==> config.mk <==
export PLATFORM = sky130hd
export DESIGN_NAME = fir_filter_mac_flat
export DESIGN_NICKNAME = d
export VERILOG_FILES = /design/src/hdl/fir_pkg.sv /design/src/hdl/fir_if.sv /design/src/hdl/fir_filter_mac.sv /design/src/hdl/fir_mac.sv /design/src/flat_wrapper.sv
export SDC_FILE = /design/constraint.sdc
export NUM_CORES = 2
export LEC_CHECK = 0
export BUFFER_PORTS_ARGS = -buffer_cell sky130_fd_sc_hd__buf_4
export CAP_MARGIN = 20
export CORE_MARGIN = 3
export CORE_UTILIZATION = 40
export DETAILED_ROUTE_END_ITERATION = 6
export GPL_ROUTABILITY_DRIVEN = 0
export RECOVER_POWER = 50
export SLEW_MARGIN = 15
export SYNTH_ARGS = -nofsm -noshare
export SYNTH_HDL_FRONTEND = slang
export SYNTH_SLANG_ARGS = --single-unit
==> constraint.sdc <==
create_clock -name clk -period 9 [get_ports clk]
set_clock_uncertainty 0.2 [all_clocks]
set_input_delay 0 -clock clk [delete_from_list [all_inputs] [get_ports clk]]
set_output_delay 0 -clock clk [all_outputs]
set_load 0.01 [all_outputs]
==> src/hdl/fir_pkg.sv <==
package fir_pkg;

  localparam int SAMPLE_W   = 16;
  localparam int OP_W       = 2;
  localparam int TAP_IDX_W  = 6;
  localparam int TAPCNT_W   = 7;
  localparam int CFG_IDX_W  = 2;
  localparam int CFG_DATA_W = 7;

  // operation codes
  localparam logic [OP_W-1:0] OP_FILTER  = 2'd0;
  localparam logic [OP_W-1:0] OP_COEF_WR = 2'd1;
  localparam logic [OP_W-1:0] OP_CLEAR   = 2'd2;

  // register indexes
  localparam logic [CFG_IDX_W-1:0] CFG_TAP_COUNT    = 2'd0;
  localparam logic [CFG_IDX_W-1:0] CFG_COEFFS_VALID = 2'd1;

  localparam logic [TAPCNT_W-1:0] TAP_COUNT_RST = 7'd51;

  typedef enum logic [1:0] {
    ST_CLEAR,
    ST_IDLE,
    ST_MAC,
    ST_DONE
  } state_t;

  typedef struct packed {
    logic clear;
    logic valid;
  } mac_ctl_t;

  typedef struct packed {
    logic busy;
  } mac_sts_t;

endpackage

==> src/hdl/fir_if.sv <==
interface fir_in_if import fir_pkg::*; ();
  logic                       valid;
  logic                       ready;
  logic [OP_W-1:0]            operation;
  logic signed [SAMPLE_W-1:0] sample_value;
  logic [TAP_IDX_W-1:0]       tap_index;
  logic signed [SAMPLE_W-1:0] tap_value;

  modport source (output valid, output operation, output sample_value,
                  output tap_index, output tap_value, input ready);
  modport sink   (input valid, input operation, input sample_value,
                  input tap_index, input tap_value, output ready);
endinterface

interface fir_out_if import fir_pkg::*; ();
  logic                       valid;
  logic                       ready;
  logic signed [SAMPLE_W-1:0] filtered_value;
  logic                       clipped;

  modport source (output valid, output filtered_value, output clipped, input ready);
  modport sink   (input valid, input filtered_value, input clipped, output ready);
endinterface

interface fir_cfg_if import fir_pkg::*; ();
  logic                  valid;
  logic                  ready;
  logic [CFG_IDX_W-1:0]  index;
  logic [CFG_DATA_W-1:0] data;

  modport source (output valid, output index, output data, input ready);
  modport sink   (input valid, input index, input data, output ready);
endinterface

==> src/hdl/fir_filter_mac.sv <==
// channel  dir  beat contents                                        handshake
// in_ch    in   operation, sample_value, tap_index, tap_value          valid/ready
// out_ch   out  filtered_value, clipped                                valid/ready
// cfg_ch   in   index (0 tap_count, 1 coeffs_valid), data              valid/ready
//
// a filter beat reads n = min(tap_count, MAX_TAPS) taps, one tap per cycle
// through the shared read ports and mac; with coefficients not valid it skips them and gives zero
// coefficient writes and ignored codes are taken in the idle state; a clear sweeps the whole history
// after reset a clearing pass zeroes both memories, in_ready low
// out_ch has its own output register: the next beat is taken while a result waits
// cfg_ch is always ready
module fir_filter_mac import fir_pkg::*; #(
  parameter int MAX_TAPS       = 64,
  parameter int COEF_FRAC_BITS = 15
) (
  input logic       clk,
  input logic       rst_n,
  fir_in_if.sink    in_ch,
  fir_out_if.source out_ch,
  fir_cfg_if.sink   cfg_ch
);

  localparam int AW    = (MAX_TAPS > 1) ? $clog2(MAX_TAPS) : 1;
  localparam int CW    = $clog2(MAX_TAPS + 1);
  localparam int ACC_W = 2 * SAMPLE_W + CW + 1;
  localparam logic [AW-1:0] LAST_POS = AW'(MAX_TAPS - 1);

  state_t state_r, state_nxt;

  // control registers
  logic [AW-1:0]       clr_idx_r;
  logic                clr_coef_r;
  logic [TAPCNT_W-1:0] tap_count_r;
  logic                coeffs_valid_r;
  logic [AW-1:0]       newest_r;
  logic [AW-1:0]       rd_pos_r;
  logic [CW-1:0]       k_r;
  logic                rd_vld_r;
  logic                zero_r;
  logic                out_valid_r;

  // payload registers
  logic signed [SAMPLE_W-1:0] hist_q_r;
  logic signed [SAMPLE_W-1:0] coef_q_r;
  logic signed [SAMPLE_W-1:0] out_value_r;
  logic                       out_clip_r;

  // the two memories
  logic signed [SAMPLE_W-1:0] hist_mem [MAX_TAPS];
  logic signed [SAMPLE_W-1:0] coef_mem [MAX_TAPS];

  logic                       hist_we;
  logic [AW-1:0]              hist_waddr;
  logic signed [SAMPLE_W-1:0] hist_wdata;
  logic                       coef_we;
  logic [AW-1:0]              coef_waddr;
  logic signed [SAMPLE_W-1:0] coef_wdata;

  logic [CW-1:0]              n_w;
  logic [AW-1:0]              newest_inc;
  logic [AW-1:0]              rd_pos_dec;
  logic                       issue;
  logic                       mac_done;
  logic                       out_load;
  logic                       in_accept;

  mac_ctl_t                   mac_ctl;
  mac_sts_t                   mac_sts;
  logic signed [SAMPLE_W-1:0] mac_result;
  logic                       mac_clip;

  assign in_accept = in_ch.valid && in_ch.ready;

  // taps in use, clamped to the built size
  assign n_w = (int'(tap_count_r) > MAX_TAPS) ? CW'(MAX_TAPS) : CW'(tap_count_r);

  // circular pointer steps
  assign newest_inc = (newest_r == LAST_POS) ? '0 : newest_r + 1'b1;
  assign rd_pos_dec = (rd_pos_r == '0) ? LAST_POS : rd_pos_r - 1'b1;

  // one tap read per cycle, newest sample with coefficient 0 first
  assign issue    = (state_r == ST_MAC) && (k_r != n_w);
  // all taps issued, read stage and product stage drained
  assign mac_done = (k_r == n_w) && !rd_vld_r && !mac_sts.busy;
  assign out_load = (state_r == ST_DONE) && (!out_valid_r || out_ch.ready);

  // next state
  always_comb begin
    state_nxt = state_r;
    case (state_r)
      ST_CLEAR: begin
        if (clr_idx_r == LAST_POS) state_nxt = ST_IDLE;
      end
      ST_IDLE: begin
        if (in_ch.valid) begin
          case (in_ch.operation)
            OP_FILTER: state_nxt = coeffs_valid_r ? ST_MAC : ST_DONE;
            OP_CLEAR:  state_nxt = ST_CLEAR;
            default:   state_nxt = ST_IDLE;
          endcase
        end
      end
      ST_MAC: begin
        if (mac_done) state_nxt = ST_DONE;
      end
      ST_DONE: begin
        if (!out_valid_r || out_ch.ready) state_nxt = ST_IDLE;
      end
      default: state_nxt = ST_IDLE;
    endcase
  end

  // outputs of the state machine: ready, memory writes, mac control
  always_comb begin
    in_ch.ready   = 1'b0;
    hist_we       = 1'b0;
    hist_waddr    = clr_idx_r;
    hist_wdata    = '0;
    coef_we       = 1'b0;
    coef_waddr    = clr_idx_r;
    coef_wdata    = '0;
    mac_ctl.clear = 1'b0;
    mac_ctl.valid = rd_vld_r;
    case (state_r)
      ST_CLEAR: begin
        // sweep zeroes history; coefficients too on the pass after reset
        hist_we = 1'b1;
        coef_we = clr_coef_r;
      end
      ST_IDLE: begin
        in_ch.ready = 1'b1;
        if (in_ch.valid) begin
          case (in_ch.operation)
            OP_FILTER: begin
              // push only while coefficients are marked valid
              if (coeffs_valid_r) begin
                hist_we       = 1'b1;
                hist_waddr    = newest_inc;
                hist_wdata    = in_ch.sample_value;
                mac_ctl.clear = 1'b1;
              end
            end
            OP_COEF_WR: begin
              // writes past the built size are dropped
              if (int'(in_ch.tap_index) < MAX_TAPS) begin
                coef_we    = 1'b1;
                coef_waddr = AW'(in_ch.tap_index);
                coef_wdata = in_ch.tap_value;
              end
            end
            default: ;
          endcase
        end
      end
      default: ;
    endcase
  end

  // control registers
  always_ff @(posedge clk) begin
    if (!rst_n) begin
      state_r        <= ST_CLEAR;
      clr_idx_r      <= '0;
      clr_coef_r     <= 1'b1;
      tap_count_r    <= TAP_COUNT_RST;
      coeffs_valid_r <= 1'b0;
      newest_r       <= '0;
      rd_pos_r       <= '0;
      k_r            <= '0;
      rd_vld_r       <= 1'b0;
      zero_r         <= 1'b0;
      out_valid_r    <= 1'b0;
    end else begin
      state_r  <= state_nxt;
      rd_vld_r <= issue;

      // register writes; unknown indexes fall through
      if (cfg_ch.valid && cfg_ch.ready) begin
        case (cfg_ch.index)
          CFG_TAP_COUNT:    tap_count_r    <= TAPCNT_W'(cfg_ch.data);
          CFG_COEFFS_VALID: coeffs_valid_r <= cfg_ch.data[0];
          default: ;
        endcase
      end

      if (state_r == ST_CLEAR) begin
        if (clr_idx_r == LAST_POS) begin
          clr_idx_r  <= '0;
          clr_coef_r <= 1'b0;
        end else begin
          clr_idx_r <= clr_idx_r + 1'b1;
        end
      end

      if (in_accept) begin
        case (in_ch.operation)
          OP_FILTER: begin
            zero_r <= !coeffs_valid_r;
            if (coeffs_valid_r) begin
              newest_r <= newest_inc;
              rd_pos_r <= newest_inc;
              k_r      <= '0;
            end
          end
          OP_CLEAR: begin
            newest_r  <= '0;
            clr_idx_r <= '0;
          end
          default: ;
        endcase
      end

      if (issue) begin
        rd_pos_r <= rd_pos_dec;
        k_r      <= k_r + 1'b1;
      end

      // output register frees as soon as the sink takes the beat
      if (out_load) begin
        out_valid_r <= 1'b1;
      end else if (out_ch.ready) begin
        out_valid_r <= 1'b0;
      end
    end
  end

  always_ff @(posedge clk) begin
    if (out_load) begin
      out_value_r <= zero_r ? '0 : mac_result;
      out_clip_r  <= zero_r ? 1'b0 : mac_clip;
    end
  end

  // history memory, one write and one registered read port
  always_ff @(posedge clk) begin
    if (hist_we) hist_mem[hist_waddr] <= hist_wdata;
    hist_q_r <= hist_mem[rd_pos_r];
  end

  // coefficient memory, one write and one registered read port
  always_ff @(posedge clk) begin
    if (coef_we) coef_mem[coef_waddr] <= coef_wdata;
    coef_q_r <= coef_mem[k_r[AW-1:0]];
  end

  fir_mac #(
    .ACC_W     (ACC_W),
    .FRAC_BITS (COEF_FRAC_BITS)
  ) u_mac (
    .clk      (clk),
    .rst_n    (rst_n),
    .ctl      (mac_ctl),
    .sample_i (hist_q_r),
    .coef_i   (coef_q_r),
    .sts      (mac_sts),
    .result_o (mac_result),
    .clip_o   (mac_clip)
  );

  assign cfg_ch.ready          = 1'b1;
  assign out_ch.valid          = out_valid_r;
  assign out_ch.filtered_value = out_value_r;
  assign out_ch.clipped        = out_clip_r;

endmodule

==> src/hdl/fir_mac.sv <==
module fir_mac import fir_pkg::*; #(
  parameter int ACC_W     = 40,
  parameter int FRAC_BITS = 15
) (
  input  logic                       clk,
  input  logic                       rst_n,
  input  mac_ctl_t                   ctl,
  input  logic signed [SAMPLE_W-1:0] sample_i,
  input  logic signed [SAMPLE_W-1:0] coef_i,
  output mac_sts_t                   sts,
  output logic signed [SAMPLE_W-1:0] result_o,
  output logic                       clip_o
);

  localparam logic signed [ACC_W-1:0] SAT_MAX = ACC_W'(32767);
  localparam logic signed [ACC_W-1:0] SAT_MIN = ACC_W'(-32768);

  logic signed [2*SAMPLE_W-1:0] prod_r;
  logic                         prod_vld_r;
  logic signed [ACC_W-1:0]      acc_r;
  logic signed [ACC_W-1:0]      shifted;

  always_ff @(posedge clk) begin
    if (!rst_n) begin
      prod_vld_r <= 1'b0;
    end else begin
      prod_vld_r <= ctl.valid && !ctl.clear;
    end
  end

  // product stage, then accumulate
  always_ff @(posedge clk) begin
    prod_r <= sample_i * coef_i;
    if (ctl.clear) begin
      acc_r <= '0;
    end else if (prod_vld_r) begin
      acc_r <= acc_r + ACC_W'(prod_r);
    end
  end

  // floor shift and saturate
  assign shifted = acc_r >>> FRAC_BITS;

  always_comb begin
    clip_o = 1'b0;
    if (shifted > SAT_MAX) begin
      result_o = SAMPLE_W'(SAT_MAX);
      clip_o   = 1'b1;
    end else if (shifted < SAT_MIN) begin
      result_o = SAMPLE_W'(SAT_MIN);
      clip_o   = 1'b1;
    end else begin
      result_o = shifted[SAMPLE_W-1:0];
    end
  end

  assign sts.busy = prod_vld_r;

endmodule

==> src/flat_wrapper.sv <==
// flat-port wrapper written by rule: the top's interface ports become plain ports
module fir_filter_mac_flat import fir_pkg::*;
#(
  parameter int MAX_TAPS       = 64,
  parameter int COEF_FRAC_BITS = 15
)
  (clk, rst_n, in_ch_valid, in_ch_operation, in_ch_sample_value, in_ch_tap_index, in_ch_tap_value, in_ch_ready, out_ch_valid, out_ch_filtered_value, out_ch_clipped, out_ch_ready, cfg_ch_valid, cfg_ch_index, cfg_ch_data, cfg_ch_ready);
  fir_in_if in_ch_i ();
  fir_out_if out_ch_i ();
  fir_cfg_if cfg_ch_i ();
  input logic clk;
  input logic rst_n;
  input wire logic [$bits(in_ch_i.valid)-1:0] in_ch_valid;
  input wire logic [$bits(in_ch_i.operation)-1:0] in_ch_operation;
  input wire logic [$bits(in_ch_i.sample_value)-1:0] in_ch_sample_value;
  input wire logic [$bits(in_ch_i.tap_index)-1:0] in_ch_tap_index;
  input wire logic [$bits(in_ch_i.tap_value)-1:0] in_ch_tap_value;
  output wire logic [$bits(in_ch_i.ready)-1:0] in_ch_ready;
  output wire logic [$bits(out_ch_i.valid)-1:0] out_ch_valid;
  output wire logic [$bits(out_ch_i.filtered_value)-1:0] out_ch_filtered_value;
  output wire logic [$bits(out_ch_i.clipped)-1:0] out_ch_clipped;
  input wire logic [$bits(out_ch_i.ready)-1:0] out_ch_ready;
  input wire logic [$bits(cfg_ch_i.valid)-1:0] cfg_ch_valid;
  input wire logic [$bits(cfg_ch_i.index)-1:0] cfg_ch_index;
  input wire logic [$bits(cfg_ch_i.data)-1:0] cfg_ch_data;
  output wire logic [$bits(cfg_ch_i.ready)-1:0] cfg_ch_ready;
  assign in_ch_i.valid = in_ch_valid;
  assign in_ch_i.operation = in_ch_operation;
  assign in_ch_i.sample_value = in_ch_sample_value;
  assign in_ch_i.tap_index = in_ch_tap_index;
  assign in_ch_i.tap_value = in_ch_tap_value;
  assign in_ch_ready = in_ch_i.ready;
  assign out_ch_valid = out_ch_i.valid;
  assign out_ch_filtered_value = out_ch_i.filtered_value;
  assign out_ch_clipped = out_ch_i.clipped;
  assign out_ch_i.ready = out_ch_ready;
  assign cfg_ch_i.valid = cfg_ch_valid;
  assign cfg_ch_i.index = cfg_ch_index;
  assign cfg_ch_i.data = cfg_ch_data;
  assign cfg_ch_ready = cfg_ch_i.ready;
  fir_filter_mac #(.MAX_TAPS(MAX_TAPS), .COEF_FRAC_BITS(COEF_FRAC_BITS)) u_core (.clk(clk), .rst_n(rst_n), .in_ch(in_ch_i), .out_ch(out_ch_i), .cfg_ch(cfg_ch_i));
endmodule
# Yosys cells after proc, flatten, opt, wreduce, memory -nomap -nowiden
# Memories as Yosys holds them, arrays and structs flattened. A register that Yosys moved wholly into a read port is not among the register bits.
# Index checks and enable logic that the tools add are counted.
classes:
  n_addsub: 5
  n_mul: 1
  magnitude_cmp: 3
  eq_ne: 15
  n_mux: 56
  reduce_logical: 29
op_table:
  columns: ["operator", "count"]
  rows:
  - ["16-bit two-way mux", 8]
  - ["6-bit two-way mux", 17]
  - ["40-bit by 32-bit adder with 40-bit output", 1]
  - ["7-bit two-way mux", 5]
  - ["16-bit by 16-bit multiplier with 32-bit output", 1]
  - ["25-bit by 16-bit > comparator with 1-bit output (second input constant)", 1]
  - ["25-bit by 16-bit less-than comparator with 1-bit output (second input constant)", 1]
  - ["1-bit two-way mux", 16]
  - ["15-bit two-way mux", 1]
  - ["6-bit by 1-bit adder with 6-bit output (second input constant)", 2]
  - ["6-bit == test (second input constant)", 2]
  - ["6-bit case mux with 2 select lines", 1]
  - ["2-bit nonzero test", 5]
  - ["2-bit two-way mux", 4]
  - ["2-bit case mux with 4 select lines", 1]
  - ["2-bit AND reduction", 4]
  - ["7-bit by 1-bit adder with 7-bit output (second input constant)", 1]
  - ["7-bit == test", 1]
  - ["7-bit > comparator (second input constant)", 1]
  - ["7-bit != test", 1]
  - ["2-bit by 1-bit == test with 1-bit output (second input constant)", 3]
  - ["2-bit == test (second input constant)", 3]
  - ["1-bit logical AND", 6]
  - ["2-bit zero test", 3]
  - ["11 further kinds", 20]
word_totals:
  regBits: 129
  mem_bits_rw: 2048
  in_bits: 54
  output_inout_bits: 20
  n_memories: 2
memory_table:
  columns: ["name", "words", "word_bits", "read_ports", "rd_ports_with_merged_regs", "wr", "line", "source"]
  rows:
  - ["u_core.coef_mem", 64, 16, 1, 1, 1, "fir_filter_mac.sv:50", "logic signed [SAMPLE_W-1:0] coef_mem [MAX_TAPS];"]
  - ["u_core.hist_mem", 64, 16, 1, 1, 1, "fir_filter_mac.sv:49", "logic signed [SAMPLE_W-1:0] hist_mem [MAX_TAPS];"]

# Longest topological paths before layout
depth:
  ltp_word: 7
  ltp_mapped: 25
  depth_no_buf: 23

# By module
# From an unflattened synthesis, not the netlist that was laid out.
unflattened:
  cells_unflattened: 5204
  hier_area_um2: 96352.4
modules_own_cells:
  columns: ["mod", "n_inst", "cells_per_inst", "area_each_um2"]
  rows:
  - ["fir_filter_mac", 1, 3631, 82238.9]
  - ["fir_mac", 1, 1573, 14113.5]

# Worst setup path after synthesis
# OpenSTA, ideal clock, no wires.
synth_path:
  kind: "reg2reg"
  startpoint: "register u_core.hist_q_r[15] (read register of u_core.hist_mem)"
  endpoint: "register u_core.u_mac.prod_r[30]"
  arrival_time_ps: 5999
  required_ps: 8728
  slack_ps: 2729
  stages_incl_launch_ff: 23
  cell_sequence: "dfxtp_1 > clkbuf_1 > nand2_1 > inv_1 > fa_1 > fa_1 > fa_1 > fa_1 > fa_1 > inv_1 > fa_1 > inv_1 > ha_1 > and2_1 > clkbuf_1 > a2111oi_0 > o21ai_0 > a22oi_1 > inv_1 > a2111oi_0 > o21bai_1 > a21oi_1 > xnor2_1"
synth_between:
  elab_chain_cells: 1
synth_rtl:
  columns: ["item", "line", "source"]
  rows:
  - ["start: declaration", "fir_filter_mac.sv:43", "logic signed [SAMPLE_W-1:0] hist_q_r;"]
  - ["16-bit by 16-bit multiplier with 32-bit output", "fir_mac.sv:33", "prod_r <= sample_i * coef_i;"]
  - ["end signal: assignment", "fir_mac.sv:33", null]
  - ["end: declaration", "fir_mac.sv:18", "logic signed [2*SAMPLE_W-1:0] prod_r;"]
# Every way passes these cells.
# A chain may end at the register's enable or synchronous reset.

# Final worst setup path
layout_path:
  startpoint: "register u_core.state_r[1]"
  endpoint: "memory u_core.hist_mem[20][9], enable pin"
layout_between:
  elab_chain_cells: 4
  word_cells_on_any_way: 6
layout_rtl:
  columns: ["item", "line", "source"]
  rows:
  - ["start: declaration", "fir_filter_mac.sv:28", "state_t state_r, state_nxt;"]
  - ["start signal: assignment", "fir_filter_mac.sv:174", "state_r <= state_nxt;"]
  - ["2-bit by 1-bit == test with 1-bit output / 2-bit zero test (equally long branches)", "fir_filter_mac.sv:124", "case (state_r)"]
  - ["1-bit case mux with 2 select lines", "fir_filter_mac.sv:124", null]
  - ["1-bit two-way mux", "fir_filter_mac.sv:236", "if (hist_we) hist_mem[hist_waddr] <= hist_wdata;"]
  - ["1-bit two-way mux (implied by the code)", "fir_filter_mac.sv:236", null]
  - ["end: declaration", "fir_filter_mac.sv:49", null]
# Several ways; a longest one is shown, not always the timed one.

==> flow_summary.toml <==
[logic_synthesis]
synth_ff_type = "edfxtp_1"
synth_edf_count = 2065
syn-num-nets = 5479
avgSynthCellArea_um2 = 19.0
yosysTopAreaCellShare_pct = 64.8
synthDistinctLibCells = 71
synthTopCellsByCount = "edfxtp_1 (2,065), mux4_2 (672), inv_1 (309)"
ys_seq_area_share_pct = 67.8
yosysTopAreaCell = "edfxtp_1"
syn_area_um2 = 95600
synth_cells = 5032
ys_async_sr_fraction_pct = 0
yosysMostFrequentCell = "edfxtp_1"
synth.area.top_cells = "edfxtp_1 (65%), mux4_2 (16%), fa_1 (5.5%)"
ys_seq_elements = 2209
yosysWarnings = 0

[pwr]
p_leak_nw = 32.9
ir_worst_vdd_mv = 0.811
netSwitchingFraction_pct = 34.6
switchingPower_w = 0.0116
p_int_w = 0.0219
power_density_nw_per_um2 = 309
clockPowerShare_pct = 26.1
seq_power_share_pct = 35.1
combPwrFrac_pct = 38.8
power.total_w = 0.0335

[sta]
drv_slew = 2163
fin_tns_setup_ps = 0
fmax_ghz = 0.138
hold_viol = 0
setup_slack_ps = 1750
fin_crit_ps = 7250
finalSetupViolCount = 0
max-slew-margin-rel_pct = -140
worst_pin_slew_ps = 3590
rsz0062_at_grt = "no"
post-route-period-util_pct = 80.5

[floorplanning]
core_area_um2 = 237000
rows = 178
die-area_um2 = 245000
die_height_um = 495
io_pins = 74
die_w_um = 495
initial_core_util_pct = 40.4

[finish]
syn_to_final_growth_pct = 13.2
finish.net_count = 5794
drive_above_1_share_pct = 22.0
finish.utilization_pct = 45.8

[global_route]
gr-total-overflow = 0
grtUsageTotal_pct = 18.5
grt_pass1_vias = 48400
antenna_found_initial = 23
grt_pass1_wl_mm = 333
grt_max_degree = 121

[detailed_routing]
drt-pass1-iter-count = 6
wl_per_cell_um = 26.0
via_count = 47400
drcViolationCount = 0
antenna_left = 0
wl_mm = 226
drt-initial-drc-count = 4476
viasPerCell = 5.45

[critical_path]
start_kind = "register"
crit_type = "reg2reg"
crit_arrival_ps = 7520
slowest_stage = "clkbuf_1"
cp_cell_sequence = "inv_1, ha_1, nand2_1, nor3_2, dlygate4sd3_1, clkbuf_1, and2_1, clkbuf_1, o21ai_0, nor2b_1, nand2_1, nor2_1, buf_4"
critPathRequiredTime_ps = 9270
path_buf_inv = 5
critPathMaxFanout = 40
slowest_delay_ps = 1620
cp_top_family = "buffers and inverters"
setup.worst_path.end_class = "register"

[clocking]
clock-sinks = 2209
cts_buffers = 221
post_cts_resized = 0
htree_levels = 4
cts.path.max_buffers = 3
cts_tree = "done"
worst_skew_pair.late_latency_ps = 860
cts-root-buf = "clkbuf_16"
clk_pin_slew_ps = 60

[run]
max_cap_viol_count = 35

[status]
violations = "max-capacitance violations, max-slew violations"
status = "finished with violations"

[worst_hold_path]
hold_class = "in2reg"

[place]
dp_hpwl_mm = 140
dpl_worst_slack_ps = 2140
port_buffers = 72
==> sequential cells by signal, summed over array words and instances, names as in the netlist, 7 cells and up <==
signal and count:
u_core.coef_q_r 16, u_core.hist_q_r 16, u_core.coef_mem 1024, u_core.tap_count_r 7, u_core.hist_mem 1024, u_core.k_r 7
u_core.out_ch.filtered_value 16, u_core.u_mac.prod_r 32, u_core.u_mac.acc_r 40
==> cell families (layout without fill, tap and decap cells) <==
family,count (synthesis),after routing,synth area share [%]
flip-flops,2209,2209,67.8
AND/OR/NAND/NOR,813,813,4.00
multiplexers,709,709,16.2
buffers and inverters,540,1045,2.13
adder cells (fa/ha/maj),393,393,7.21
AO/OA/AOI/OAI,291,291,1.90
XOR/XNOR,76,76,0.696
other,1,7,0.00392
==> metal layers <==
layer,vias up,share of wire [%],track usage [%]
li1,20300,-,-
met1,25400,43,26.6
met2,1428,47,28.9
met3,274,6.8,3.57
met4,2,2.5,4.94
met5,-,0.0057,0
==> worst register-to-register path: stages, from the launching register on <==
cell and delay, ps:
dfxtp_1 340, inv_1 90, ha_1 230, nand2_1 100, nor3_2 100, dlygate4sd3_1 550, clkbuf_1 920, and2_1 250
clkbuf_1 1620, o21ai_0 910, nor2b_1 350, nand2_1 380, nor2_1 470, buf_4 340
==> final timing paths <==
check,end,cells after the start,startpoint,slack [ps]
max,u_core.hist_mem[20][9]$_DFFE_PP_,13,u_core.state_r[1]$_SDFFE_PN0P_,1750
min,u_core.k_r[0]$_SDFFE_PN0P_,4,rst_n,50
max reg2reg,u_core.hist_mem[20][9]$_DFFE_PP_,13,u_core.state_r[1]$_SDFFE_PN0P_,1750
min reg2reg,u_core.clr_coef_r$_SDFFE_PN1P_,2,u_core.clr_coef_r$_SDFFE_PN1P_,270
==> what timing repair did <==
action                                 in CTS  in global routing
buffers inserted                            0                  0
endpoints found under the hold margin    2678                128
hold buffers                               79                  2
==> through the flow <==
stage / hold slack [ps] / std cells / instance area [um^2]
floorplan: -71.5 / 5032 / 95600
global placement: 17.6 / 8192 / 101000
detailed placement: 24.9 / 8192 / 101000
CTS: 6.51 / 8684 / 108000
global route: 77.1 / 8689 / 108000
finish: 50.7 / 8693 / 108000
==> power groups by stage <==
stage | combinational, W | clock (W) | sequential, W
global placement | 0.0128 | 0 | 0.0120
detailed placement | 0.0130 | 0 | 0.0120
floorplan | 0.00987 | 0 | 0.0118
global route | 0.0148 | 0.00933 | 0.0118
CTS | 0.0130 | 0.00894 | 0.0117
finish | 0.0130 | 0.00874 | 0.0118
==> area by class of cell <==
type                            count  area, um^2
Clock inverter                    131        1150
Clock buffer                      282        5760
Antenna cell                        6        15.0
Tap cell                         3150        3940
Multi-Input combinational cell   2283       28700
Timing Repair Buffer              322        2560
Sequential cell                  2209       64900
Fill cell                       19900      128000
Inverter                          310        1160
==> placed cells by master, fill, tap and decap left out, types with 8 or more instances in the layout <==
| cell | instances |
|---|---|
| nand3_1 | 35 |
| a31oi_1 | 10 |
| a211oi_1 | 10 |
| and2_1 | 126 |
| and2_0 | 14 |
| dlygate4sd3_1 | 81 |
| clkbuf_1 | 98 |
| ha_1 | 130 |
| nand4_1 | 17 |
| xor2_1 | 22 |
| dfxtp_4 | 8 |
| o21a_1 | 10 |
| buf_4 | 197 |
| nand2_1 | 224 |
| nor3b_1 | 9 |
| clkinvlp_4 | 10 |
| fa_1 | 263 |
| o21bai_1 | 9 |
| clkinv_2 | 43 |
| and3_1 | 23 |
| edfxtp_1 | 2065 |
| nor3_1 | 16 |
| dfxtp_1 | 135 |
| nor2b_1 | 15 |
| a21oi_1 | 100 |
| xnor2_1 | 54 |
| a21o_1 | 22 |
| clkinv_1 | 49 |
| mux2i_1 | 34 |
| nor2_1 | 277 |
| mux4_2 | 672 |
| nand2b_1 | 18 |
| clkbuf_16 | 221 |
| bufinv_16 | 11 |
| inv_1 | 309 |
| o21ai_0 | 72 |
Power figures use the tool's default switching activity.
